==> config.mk <==
export PLATFORM = sky130hd
export DESIGN_NAME = task_history_window_features_flat
export DESIGN_NICKNAME = d
export VERILOG_FILES = /design/src/design/thwf_pkg.sv /design/src/design/thwf_if.sv /design/src/design/task_history_window_features.sv /design/src/flat_wrapper.sv
export VERILOG_INCLUDE_DIRS = /design/src /design/src/design
export SDC_FILE = /design/constraint.sdc
export NUM_CORES = 1
export LEC_CHECK = 0
export BUFFER_PORTS_ARGS = -buffer_cell sky130_fd_sc_hd__clkbuf_2
export CORE_MARGIN = 8
export CORE_UTILIZATION = 50
export DETAILED_ROUTE_END_ITERATION = 7
export GPL_ROUTABILITY_DRIVEN = 0
export HOLD_SLACK_MARGIN = 0.1
export PLACE_DENSITY_LB_ADDON = 0.1
export SETUP_SLACK_MARGIN = 0.1
export SYNTH_ARGS = -nofsm -noshare
export SYNTH_HDL_FRONTEND = slang
export SYNTH_SLANG_ARGS = --single-unit
==> constraint.sdc <==
create_clock -name clock -period 3.5 [get_ports clock]
set_clock_uncertainty 0.15 [all_clocks]
set_input_delay 0.35 -clock clock [delete_from_list [all_inputs] [get_ports clock]]
set_output_delay 0.35 -clock clock [all_outputs]
set_load 0.005 [all_outputs]
==> src/design/task_history_window_features_assert.svh <==
// Assertion macros for the task history window design.
`ifndef TASK_HISTORY_WINDOW_FEATURES_ASSERT_SVH
`define TASK_HISTORY_WINDOW_FEATURES_ASSERT_SVH

// Same-cycle implication, disabled during reset.
`define THWF_ASSERT_IMP(lbl, clk, rst, ante, cons, msg) \
   lbl: assert property (@(posedge clk) disable iff (rst) (ante) |-> (cons)) \
      else $error(msg);

// Next-cycle implication, disabled during reset.
`define THWF_ASSERT_NEXT(lbl, clk, rst, ante, cons, msg) \
   lbl: assert property (@(posedge clk) disable iff (rst) (ante) |=> (cons)) \
      else $error(msg);

`endif

==> src/design/thwf_pkg.sv <==
// Package: types and fixed field widths of the task history window block.
package thwf_pkg;

   localparam int ID_WIDTH    = 22;
   localparam int STATE_WIDTH = 3;
   localparam int CPU_WIDTH   = 9;
   localparam int Q16_WIDTH   = 17;
   localparam int FRAC_BITS   = 16;
   localparam int STEP_WIDTH  = 5;

   localparam logic [Q16_WIDTH-1:0]  Q16_ONE       = 17'h10000;
   localparam logic [STEP_WIDTH-1:0] DIV_LAST_STEP = 5'd16;
   localparam logic [STATE_WIDTH-1:0] STATE_RUNNING = 3'd0;

   typedef enum logic [4:0] {
      ST_IDLE     = 5'b00001,
      ST_SCAN     = 5'b00010,
      ST_DIV_FRAC = 5'b00100,
      ST_DIV_AFF  = 5'b01000,
      ST_FINISH   = 5'b10000
   } seq_state_type;

   typedef struct packed {
      logic                 running;
      logic [CPU_WIDTH-1:0] cpu;
   } window_entry_type;

endpackage

==> src/design/thwf_if.sv <==
// Interfaces: sample request channel and feature result channel.
interface thwf_req_if;
   logic                              valid;
   logic                              ready;
   logic [thwf_pkg::ID_WIDTH-1:0]     process_id;
   logic [thwf_pkg::STATE_WIDTH-1:0]  run_state;
   logic signed [thwf_pkg::CPU_WIDTH-1:0] cpu_number;

   modport source (output valid, output process_id, output run_state, output cpu_number,
                   input ready);
   modport sink (input valid, input process_id, input run_state, input cpu_number,
                 output ready);
endinterface

interface thwf_rsp_if #(parameter int COUNT_WIDTH = 5);
   logic                            valid;
   logic                            ready;
   logic [thwf_pkg::Q16_WIDTH-1:0]  running_fraction;
   logic [thwf_pkg::Q16_WIDTH-1:0]  affinity_score;
   logic [COUNT_WIDTH-1:0]          samples_held;

   modport source (output valid, output running_fraction, output affinity_score,
                   output samples_held, input ready);
   modport sink (input valid, input running_fraction, input affinity_score,
                 input samples_held, output ready);
endinterface

==> src/design/task_history_window_features.sv <==
// After a request transfer the block scans the n samples held (1..depth), then divides.
// The window scan reads through the registered memory read port, and the shared
// restoring divider is run twice per request (once if no CPU).
// No new sample is taken before the block is through with the last one: req ready only while idle.
// Reset (synchronous, active high) clears tracked id, ring position, count and control;
// window memory contents are not cleared, only slots below the count are ever used.
`include "task_history_window_features_assert.svh"

module task_history_window_features #(
   parameter int WINDOW_DEPTH = 16,
   parameter int CPU_LIMIT    = 256
) (
   input  logic             clock,
   input  logic             reset,
   thwf_req_if.sink         req_bus,
   thwf_rsp_if.source       rsp_bus
);

   localparam int CountWidth = $clog2(WINDOW_DEPTH + 1);
   localparam int AddrWidth  = $clog2(WINDOW_DEPTH);
   localparam int SeenWidth  = $clog2(CPU_LIMIT);
   localparam logic [CountWidth-1:0] DepthCount = CountWidth'(WINDOW_DEPTH);
   localparam logic [AddrWidth-1:0]  LastSlot   = AddrWidth'(WINDOW_DEPTH - 1);
   localparam logic [thwf_pkg::CPU_WIDTH-1:0] CpuLimitCode =
      thwf_pkg::CPU_WIDTH'(CPU_LIMIT);

   thwf_pkg::seq_state_type state_ff, state_in;

   logic [thwf_pkg::ID_WIDTH-1:0] tracked_id_ff, tracked_id_in;
   logic [AddrWidth-1:0]          write_slot_ff, write_slot_in;
   logic [CountWidth-1:0]         count_ff, count_in;
   logic [CountWidth-1:0]         idx_ff, idx_in;
   logic                          pend_ff, pend_in;
   // distinct CPUs found so far in this scan; the list never outgrows the window
   logic [SeenWidth-1:0]          distinct_ff [WINDOW_DEPTH];
   logic [SeenWidth-1:0]          distinct_in [WINDOW_DEPTH];
   logic [CountWidth-1:0]         running_ff, running_in;
   logic [CountWidth-1:0]         unique_ff, unique_in;
   logic [CountWidth-1:0]         rem_ff, rem_in;
   logic [thwf_pkg::Q16_WIDTH-1:0] quot_ff, quot_in;
   logic [thwf_pkg::STEP_WIDTH-1:0] step_ff, step_in;
   logic [thwf_pkg::Q16_WIDTH-1:0] frac_ff, frac_in;

   logic                           rsp_valid_ff, rsp_valid_in;
   logic [thwf_pkg::Q16_WIDTH-1:0] rsp_frac_ff, rsp_frac_in;
   logic [thwf_pkg::Q16_WIDTH-1:0] rsp_aff_ff, rsp_aff_in;
   logic [CountWidth-1:0]          rsp_held_ff, rsp_held_in;

   // window memory: one write port at accept, one registered read port for the scan
   thwf_pkg::window_entry_type window_mem [WINDOW_DEPTH];
   thwf_pkg::window_entry_type rd_data_ff;
   thwf_pkg::window_entry_type wr_entry;

   logic                  req_xfer;
   logic                  id_change;
   logic [AddrWidth-1:0]  wr_slot;
   logic                  cpu_ok;
   logic                  cpu_dup;
   logic [CountWidth:0]   trial;
   logic [CountWidth:0]   divisor_ext;
   logic                  trial_ge;
   logic [CountWidth-1:0] rem_next;
   logic [thwf_pkg::Q16_WIDTH-1:0] quot_next;

   assign req_bus.ready = (state_ff == thwf_pkg::ST_IDLE);
   assign req_xfer      = req_bus.valid && req_bus.ready;
   assign id_change     = (req_bus.process_id != tracked_id_ff);
   assign wr_slot       = id_change ? '0 : write_slot_ff;

   assign wr_entry.running = (req_bus.run_state == thwf_pkg::STATE_RUNNING);
   assign wr_entry.cpu     = req_bus.cpu_number;

   // negative codes have the top bit set, so one unsigned compare covers both cases
   assign cpu_ok = (rd_data_ff.cpu < CpuLimitCode);

   always_comb begin
      cpu_dup = 1'b0;
      for (int k = 0; k < WINDOW_DEPTH; k++) begin
         if (CountWidth'(k) < unique_ff &&
             distinct_ff[k] == rd_data_ff.cpu[SeenWidth-1:0]) begin
            cpu_dup = 1'b1;
         end
      end
   end

   // shared restoring divider step
   assign divisor_ext = {1'b0, (state_ff == thwf_pkg::ST_DIV_AFF) ? unique_ff : count_ff};
   assign trial       = {rem_ff, quot_ff[thwf_pkg::Q16_WIDTH-1]};
   assign trial_ge    = (trial >= divisor_ext);
   assign rem_next    = trial_ge ? CountWidth'(trial - divisor_ext) : trial[CountWidth-1:0];
   assign quot_next   = {quot_ff[thwf_pkg::Q16_WIDTH-2:0], trial_ge};

   always_ff @(posedge clock) begin
      if (req_xfer) begin
         window_mem[wr_slot] <= wr_entry;
      end
      rd_data_ff <= window_mem[idx_ff[AddrWidth-1:0]];
   end

   always_comb begin
      state_in      = state_ff;
      tracked_id_in = tracked_id_ff;
      write_slot_in = write_slot_ff;
      count_in      = count_ff;
      idx_in        = idx_ff;
      pend_in       = pend_ff;
      distinct_in   = distinct_ff;
      running_in    = running_ff;
      unique_in     = unique_ff;
      rem_in        = rem_ff;
      quot_in       = quot_ff;
      step_in       = step_ff;
      frac_in       = frac_ff;
      rsp_valid_in  = rsp_valid_ff && !rsp_bus.ready;
      rsp_frac_in   = rsp_frac_ff;
      rsp_aff_in    = rsp_aff_ff;
      rsp_held_in   = rsp_held_ff;

      case (state_ff)
         thwf_pkg::ST_IDLE: begin
            if (req_xfer) begin
               tracked_id_in = req_bus.process_id;
               write_slot_in = (wr_slot == LastSlot) ? '0 : wr_slot + 1'b1;
               if (id_change) begin
                  count_in = CountWidth'(1);
               end else if (count_ff < DepthCount) begin
                  count_in = count_ff + 1'b1;
               end
               idx_in     = '0;
               pend_in    = 1'b0;
               running_in = '0;
               unique_in  = '0;
               state_in   = thwf_pkg::ST_SCAN;
            end
         end
         thwf_pkg::ST_SCAN: begin
            if (idx_ff < count_ff) begin
               idx_in  = idx_ff + 1'b1;
               pend_in = 1'b1;
            end else begin
               pend_in = 1'b0;
            end
            if (pend_ff) begin
               if (rd_data_ff.running) begin
                  running_in = running_ff + 1'b1;
               end
               if (cpu_ok && !cpu_dup) begin
                  distinct_in[unique_ff[AddrWidth-1:0]] = rd_data_ff.cpu[SeenWidth-1:0];
                  unique_in = unique_ff + 1'b1;
               end
            end
            if (idx_ff == count_ff && !pend_ff) begin
               // numerator running << 16: high part preloads the remainder
               rem_in   = {1'b0, running_ff[CountWidth-1:1]};
               quot_in  = {running_ff[0], {thwf_pkg::FRAC_BITS{1'b0}}};
               step_in  = '0;
               state_in = thwf_pkg::ST_DIV_FRAC;
            end
         end
         thwf_pkg::ST_DIV_FRAC: begin
            rem_in  = rem_next;
            quot_in = quot_next;
            step_in = step_ff + 1'b1;
            if (step_ff == thwf_pkg::DIV_LAST_STEP) begin
               frac_in = quot_next;
               step_in = '0;
               rem_in  = '0;
               quot_in = thwf_pkg::Q16_ONE;
               // no usable CPU: affinity stays at one
               state_in = (unique_ff == '0) ? thwf_pkg::ST_FINISH : thwf_pkg::ST_DIV_AFF;
            end
         end
         thwf_pkg::ST_DIV_AFF: begin
            rem_in  = rem_next;
            quot_in = quot_next;
            step_in = step_ff + 1'b1;
            if (step_ff == thwf_pkg::DIV_LAST_STEP) begin
               step_in  = '0;
               state_in = thwf_pkg::ST_FINISH;
            end
         end
         thwf_pkg::ST_FINISH: begin
            if (!rsp_valid_ff || rsp_bus.ready) begin
               rsp_valid_in = 1'b1;
               rsp_frac_in  = frac_ff;
               rsp_aff_in   = quot_ff;
               rsp_held_in  = count_ff;
               state_in     = thwf_pkg::ST_IDLE;
            end
         end
         default: begin
            state_in = thwf_pkg::ST_IDLE;
         end
      endcase
   end

   always_ff @(posedge clock) begin
      if (reset) begin
         state_ff      <= thwf_pkg::ST_IDLE;
         tracked_id_ff <= '0;
         write_slot_ff <= '0;
         count_ff      <= '0;
         idx_ff        <= '0;
         pend_ff       <= 1'b0;
         step_ff       <= '0;
         rsp_valid_ff  <= 1'b0;
      end else begin
         state_ff      <= state_in;
         tracked_id_ff <= tracked_id_in;
         write_slot_ff <= write_slot_in;
         count_ff      <= count_in;
         idx_ff        <= idx_in;
         pend_ff       <= pend_in;
         step_ff       <= step_in;
         rsp_valid_ff  <= rsp_valid_in;
      end
   end

   always_ff @(posedge clock) begin
      distinct_ff <= distinct_in;
      running_ff  <= running_in;
      unique_ff   <= unique_in;
      rem_ff      <= rem_in;
      quot_ff     <= quot_in;
      frac_ff     <= frac_in;
      rsp_frac_ff <= rsp_frac_in;
      rsp_aff_ff  <= rsp_aff_in;
      rsp_held_ff <= rsp_held_in;
   end

   assign rsp_bus.valid            = rsp_valid_ff;
   assign rsp_bus.running_fraction = rsp_frac_ff;
   assign rsp_bus.affinity_score   = rsp_aff_ff;
   assign rsp_bus.samples_held     = rsp_held_ff;

   `THWF_ASSERT_NEXT(a_accept_starts_scan, clock, reset, req_xfer,
      state_ff == thwf_pkg::ST_SCAN && count_ff != '0, "accept did not start a scan")
   `THWF_ASSERT_IMP(a_scan_index_bound, clock, reset, state_ff == thwf_pkg::ST_SCAN,
      idx_ff <= count_ff && count_ff <= DepthCount, "scan index past window count")
   `THWF_ASSERT_IMP(a_div_bounds, clock, reset,
      state_ff == thwf_pkg::ST_DIV_FRAC || state_ff == thwf_pkg::ST_DIV_AFF,
      rem_ff < divisor_ext[CountWidth-1:0] && running_ff <= count_ff,
      "divider remainder not below divisor")
   `THWF_ASSERT_IMP(a_result_range, clock, reset, rsp_valid_ff,
      rsp_frac_ff <= thwf_pkg::Q16_ONE && rsp_aff_ff <= thwf_pkg::Q16_ONE &&
      rsp_held_ff != '0, "result out of range")

endmodule
==> src/flat_wrapper.sv <==
// flat-port wrapper written by rule: the top's interface ports become plain ports
module task_history_window_features_flat 
#(
   parameter int WINDOW_DEPTH = 16,
   parameter int CPU_LIMIT    = 256
)
  (clock, reset, req_bus_valid, req_bus_process_id, req_bus_run_state, req_bus_cpu_number, req_bus_ready, rsp_bus_valid, rsp_bus_running_fraction, rsp_bus_affinity_score, rsp_bus_samples_held, rsp_bus_ready);
  thwf_req_if req_bus_i ();
  thwf_rsp_if rsp_bus_i ();
  input  logic clock;
  input  logic reset;
  input wire logic [$bits(req_bus_i.valid)-1:0] req_bus_valid;
  input wire logic [$bits(req_bus_i.process_id)-1:0] req_bus_process_id;
  input wire logic [$bits(req_bus_i.run_state)-1:0] req_bus_run_state;
  input wire logic [$bits(req_bus_i.cpu_number)-1:0] req_bus_cpu_number;
  output wire logic [$bits(req_bus_i.ready)-1:0] req_bus_ready;
  output wire logic [$bits(rsp_bus_i.valid)-1:0] rsp_bus_valid;
  output wire logic [$bits(rsp_bus_i.running_fraction)-1:0] rsp_bus_running_fraction;
  output wire logic [$bits(rsp_bus_i.affinity_score)-1:0] rsp_bus_affinity_score;
  output wire logic [$bits(rsp_bus_i.samples_held)-1:0] rsp_bus_samples_held;
  input wire logic [$bits(rsp_bus_i.ready)-1:0] rsp_bus_ready;
  assign req_bus_i.valid = req_bus_valid;
  assign req_bus_i.process_id = req_bus_process_id;
  assign req_bus_i.run_state = req_bus_run_state;
  assign req_bus_i.cpu_number = req_bus_cpu_number;
  assign req_bus_ready = req_bus_i.ready;
  assign rsp_bus_valid = rsp_bus_i.valid;
  assign rsp_bus_running_fraction = rsp_bus_i.running_fraction;
  assign rsp_bus_affinity_score = rsp_bus_i.affinity_score;
  assign rsp_bus_samples_held = rsp_bus_i.samples_held;
  assign rsp_bus_i.ready = rsp_bus_ready;
  task_history_window_features #(.WINDOW_DEPTH(WINDOW_DEPTH), .CPU_LIMIT(CPU_LIMIT)) u_core (.clock(clock), .reset(reset), .req_bus(req_bus_i), .rsp_bus(rsp_bus_i));
endmodule
==> results.py <==
metrics = {
    "worst_hold_path": {
        "holdCritStartpoint": "u_core.frac_ff[15]$_DFFE_PP_",
        "worstHoldEndpoint": "u_core.rsp_bus.running_fraction[15]$_DFFE_PP_",
        "hold_class": "reg -> reg",
        "worstHoldPathCells": 0,
    },
    "worst_setup_path": {
        "crit_path_end_kind": "flop",
        "worstPathArrival_ns": 3.51,
        "cp_max_fo": 7,
        "r2r_cells": 12,
        "required_ns": 3.66,
        "cp_slowest_cell": "fa_2",
        "rrSetupSlack_ns": 0.16,
        "slowest_delay_ns": 0.38,
        "worstReg2RegEnd": "u_core.rem_ff[2]$_DFFE_PP_",
        "r2r_start": "u_core.state_ff[1]$_SDFFE_PP0P_",
        "cp_cell_sequence": "or3_4 > or2_4 > o21ai_2 > ha_2 > inv_2 > fa_2 > a21o_1 > a21oi_2 > nand2_1 > a211o_4 > mux2_4 > a22o_1",
        "startpoint_type": "flop",
        "critPathKind": "reg -> reg",
    },
    "timing": {
        "drv_slew": 0,
        "setup_tns_ns": 0,
        "maxSlewHeadroom_pct": 30.3,
        "min_period_ns": 3.34,
        "rsz0062_at_grt": "true",
        "timing.hold.ws_ns": 0.269,
        "fin_crit_sh_pct": 95.5,
        "fmax_mhz": 299,
        "hold_viol_final": 0,
        "tightest_slew_ns": 1.04,
        "setup_viol": 0,
    },
    "synthesis": {
        "synth_edf_count": 376,
        "synthFlopType": "edfxtp_1",
        "syn-cell-area_um2": 17900,
        "synth_cells": 1133,
        "yosysWarnings": 0,
        "ys_seq_area_share_pct": 69.4,
        "synthesis.nets": 1195,
        "async_reset_ff_share_pct": 0,
        "synth_area_leader_cell": "edfxtp_1",
        "synth.top_cell.area_share_pct": 62.9,
        "synth_area_leaders": "edfxtp_1, dfxtp_1, mux4_2, xnor2_1, xor2_1",
        "syn_area_per_cell_um2": 15.8,
        "synthDistinctLibCells": 60,
        "synth-seq-cells": 434,
    },
    "cells_and_area": {
        "area_growth_pct": 16.4,
        "nets": 1367,
        "n_fill_cell": 2742,
        "drive_gt1_share_pct": 21.9,
    },
    "die": {
        "io_pins": 79,
        "die_y_um": 205,
        "initial_core_util_pct": 50.6,
        "rows": 69,
        "core_area_um2": 35500,
        "die_w_um": 205,
        "die-area_um2": 42200,
    },
    "grt": {
        "grt_pass1_vias": 9896,
        "grt_max_degree": 44,
        "antenna_found_initial": 0,
        "grt_pass1_wl_mm": 54.6,
        "gr-total-overflow": 0,
        "grt_use_total_pct": 16.3,
    },
    "routing": {
        "wire_per_inst_um": 18.7,
        "vias": 9568,
        "routed_wl_mm": 33.6,
        "drc_errors": 0,
        "first_pass_iters": 5,
        "vias_per_cell": 5.32,
        "dr.first_iter.drc_count": 560,
        "antenna_left": 0,
    },
    "clocking": {
        "htree_levels": 2,
        "cts_sinks": 434,
        "cts_root_buffer": "clkbuf_16",
        "clk_transition_reported_paths_ns": 0.06,
        "clock_latency_ns": 0.56,
        "cts_buffer_depth": 3,
        "cts_buffers": 44,
        "cts_tree": "yes",
    },
    "power_and_ir_drop": {
        "power.leakage_nw": 6.94,
        "ir_drop_mv": 0.506,
        "p_per_area_nw_per_um2": 601,
    },
    "placed_design": {
        "place.port_buffers": 78,
        "place_hpwl_mm": 21.0,
    },
    "job": {
        "maxCapViolCount": 0,
    },
    "run_status": {
        "status": "finished clean",
    },
}
[worst max-delay path by stage]
stage / from / slack [ns] / endpoint
after floorplan: u_core.state_ff[1]$_SDFFE_PP0P_ / 0.07 / u_core.rem_ff[2]$_DFFE_PP_
after global placement: u_core.state_ff[1]$_SDFFE_PP0P_ / 0.12 / u_core.rem_ff[2]$_DFFE_PP_
after detailed placement: u_core.state_ff[1]$_SDFFE_PP0P_ / 0.09 / u_core.rem_ff[2]$_DFFE_PP_
after CTS: u_core.state_ff[1]$_SDFFE_PP0P_ / 0.12 / u_core.rem_ff[2]$_DFFE_PP_
after global routing: u_core.state_ff[1]$_SDFFE_PP0P_ / 0.05 / u_core.rem_ff[2]$_DFFE_PP_
final: u_core.state_ff[1]$_SDFFE_PP0P_ / 0.16 / u_core.rem_ff[2]$_DFFE_PP_
[report_power, final]
group | internal (W) | switching [W]
logic | 0.000771 | 0.00113
clock network | 0.00263 | 0.00188
registers | 0.00598 | 0.000162
[critical path: cells and delay by family, from the launching register on]
| family | cells | cell delay [ns] |
|---|---|---|
| AO/OA/AOI/OAI | 5 | 1.00 |
| AND/OR/NAND/NOR | 3 | 0.67 |
| adder cells (fa/ha/maj) | 2 | 0.56 |
| flip-flops | 1 | 0.36 |
| multiplexers | 1 | 0.30 |
| buffers and inverters | 1 | 0.05 |
[cells in the final DEF (no fill, tap or decap), types with 45 or more instances in the layout]
| cell type | netlist | final |
|---|---|---|
| nor2_1 | 51 | 50 |
| xnor2_1 | 108 | 108 |
| xor2_1 | 57 | 57 |
| buf_4 | 4 | 62 |
| edfxtp_1 | 376 | 376 |
| mux4_2 | 50 | 50 |
| nand2_1 | 85 | 85 |
| a21oi_1 | 46 | 45 |
| clkbuf_2 | 0 | 78 |
| dfxtp_1 | 58 | 55 |
[metrics by stage]
step           utilization, %  total power (W)  cells  worst slack (ns)  area, µm²
2_1_floorplan               -          0.00762   1133            0.0718      18000
3_3_place_gp             53.8          0.00808   1680             0.120      19100
3_5_place_dp             53.8          0.00812   1680            0.0884      19100
4_1_cts                  58.8           0.0127   1795             0.119      20900
5_1_grt                  58.8           0.0131   1797            0.0537      20900
6_report                 58.8           0.0126   1799             0.158      20900
[what timing repair did]
| action | 4_1_cts | 5_1_grt |
|---|---|---|
| endpoints found under the setup margin | 1 | 4 |
| pin swaps | 3 | 7 |
| hold endpoints to repair | 185 | 0 |
| buffers inserted | 3 | 2 |
| gates resized for setup | 3 | 0 |
| hold buffers | 35 | 0 |
[flip-flops by register name, indices dropped and copies added, names as in the netlist]
signal                           cells
u_core.quot_ff                      17
u_core.rsp_bus.running_fraction     17
u_core.rsp_bus.valid                 1
u_core.distinct_ff                 128
u_core.count_ff                      5
u_core.rd_data_ff                   10
u_core.tracked_id_ff                22
u_core.window_mem                  160
u_core.state_ff                      5
u_core.rsp_bus.samples_held          5
u_core.rem_ff                        5
u_core.frac_ff                      17
u_core.pend_ff                       1
u_core.write_slot_ff                 4
u_core.step_ff                       5
u_core.idx_ff                        5
u_core.running_ff                    5
u_core.rsp_bus.affinity_score       17
u_core.unique_ff                     5
[synth_stat cells (13+ instances only)]
master / instances
edfxtp_1: 376
xnor2_1: 108
nand2_1: 85
dfxtp_1: 58
xor2_1: 57
nor2_1: 51
mux4_2: 50
a21oi_1: 46
nand4_1: 37
nor3_1: 30
ha_1: 23
and2_1: 20
clkbuf_1: 19
inv_1: 16
nand3_1: 14
nor4_1: 13
[layer usage]
| metal | vias up | wire [µm] | track usage [%] |
|---|---|---|---|
| met5 | - | 0 | 0 |
| met4 | 0 | 807 | 5.90 |
| met3 | 54 | 1150 | 2.77 |
| met2 | 145 | 16500 | 26.6 |
| met1 | 4769 | 15200 | 21.9 |
| li1 | 4600 | - | - |
[logic make-up after synthesis]
| family | after synthesis | synth area share (%) |
|---|---|---|
| AOI/OAI and AO/OA | 95 | 3.37 |
| xor gates and xnor gates | 165 | 8.05 |
| adders and majority gates | 24 | 1.72 |
| buffers and inverters | 73 | 2.68 |
| DFF | 434 | 69.4 |
| muxes | 59 | 6.81 |
| and+or+nand+nor | 283 | 7.98 |
[area by class of cell]
cell class / count / area (µm²) / area share, %
flip-flops and latches: 434 / 12500 / 59.7
multi-input cells: 626 / 5050 / 24.2
clock inverters: 18 / 190 / 0.911
diodes: 2 / 5.00 / 0.0240
well taps: 461 / 577 / 2.76
clock buffers: 59 / 1200 / 5.74
inverters: 17 / 63.8 / 0.306
repair buffers: 182 / 1340 / 6.41
Note: power is estimated with default switching activity, not from simulation.
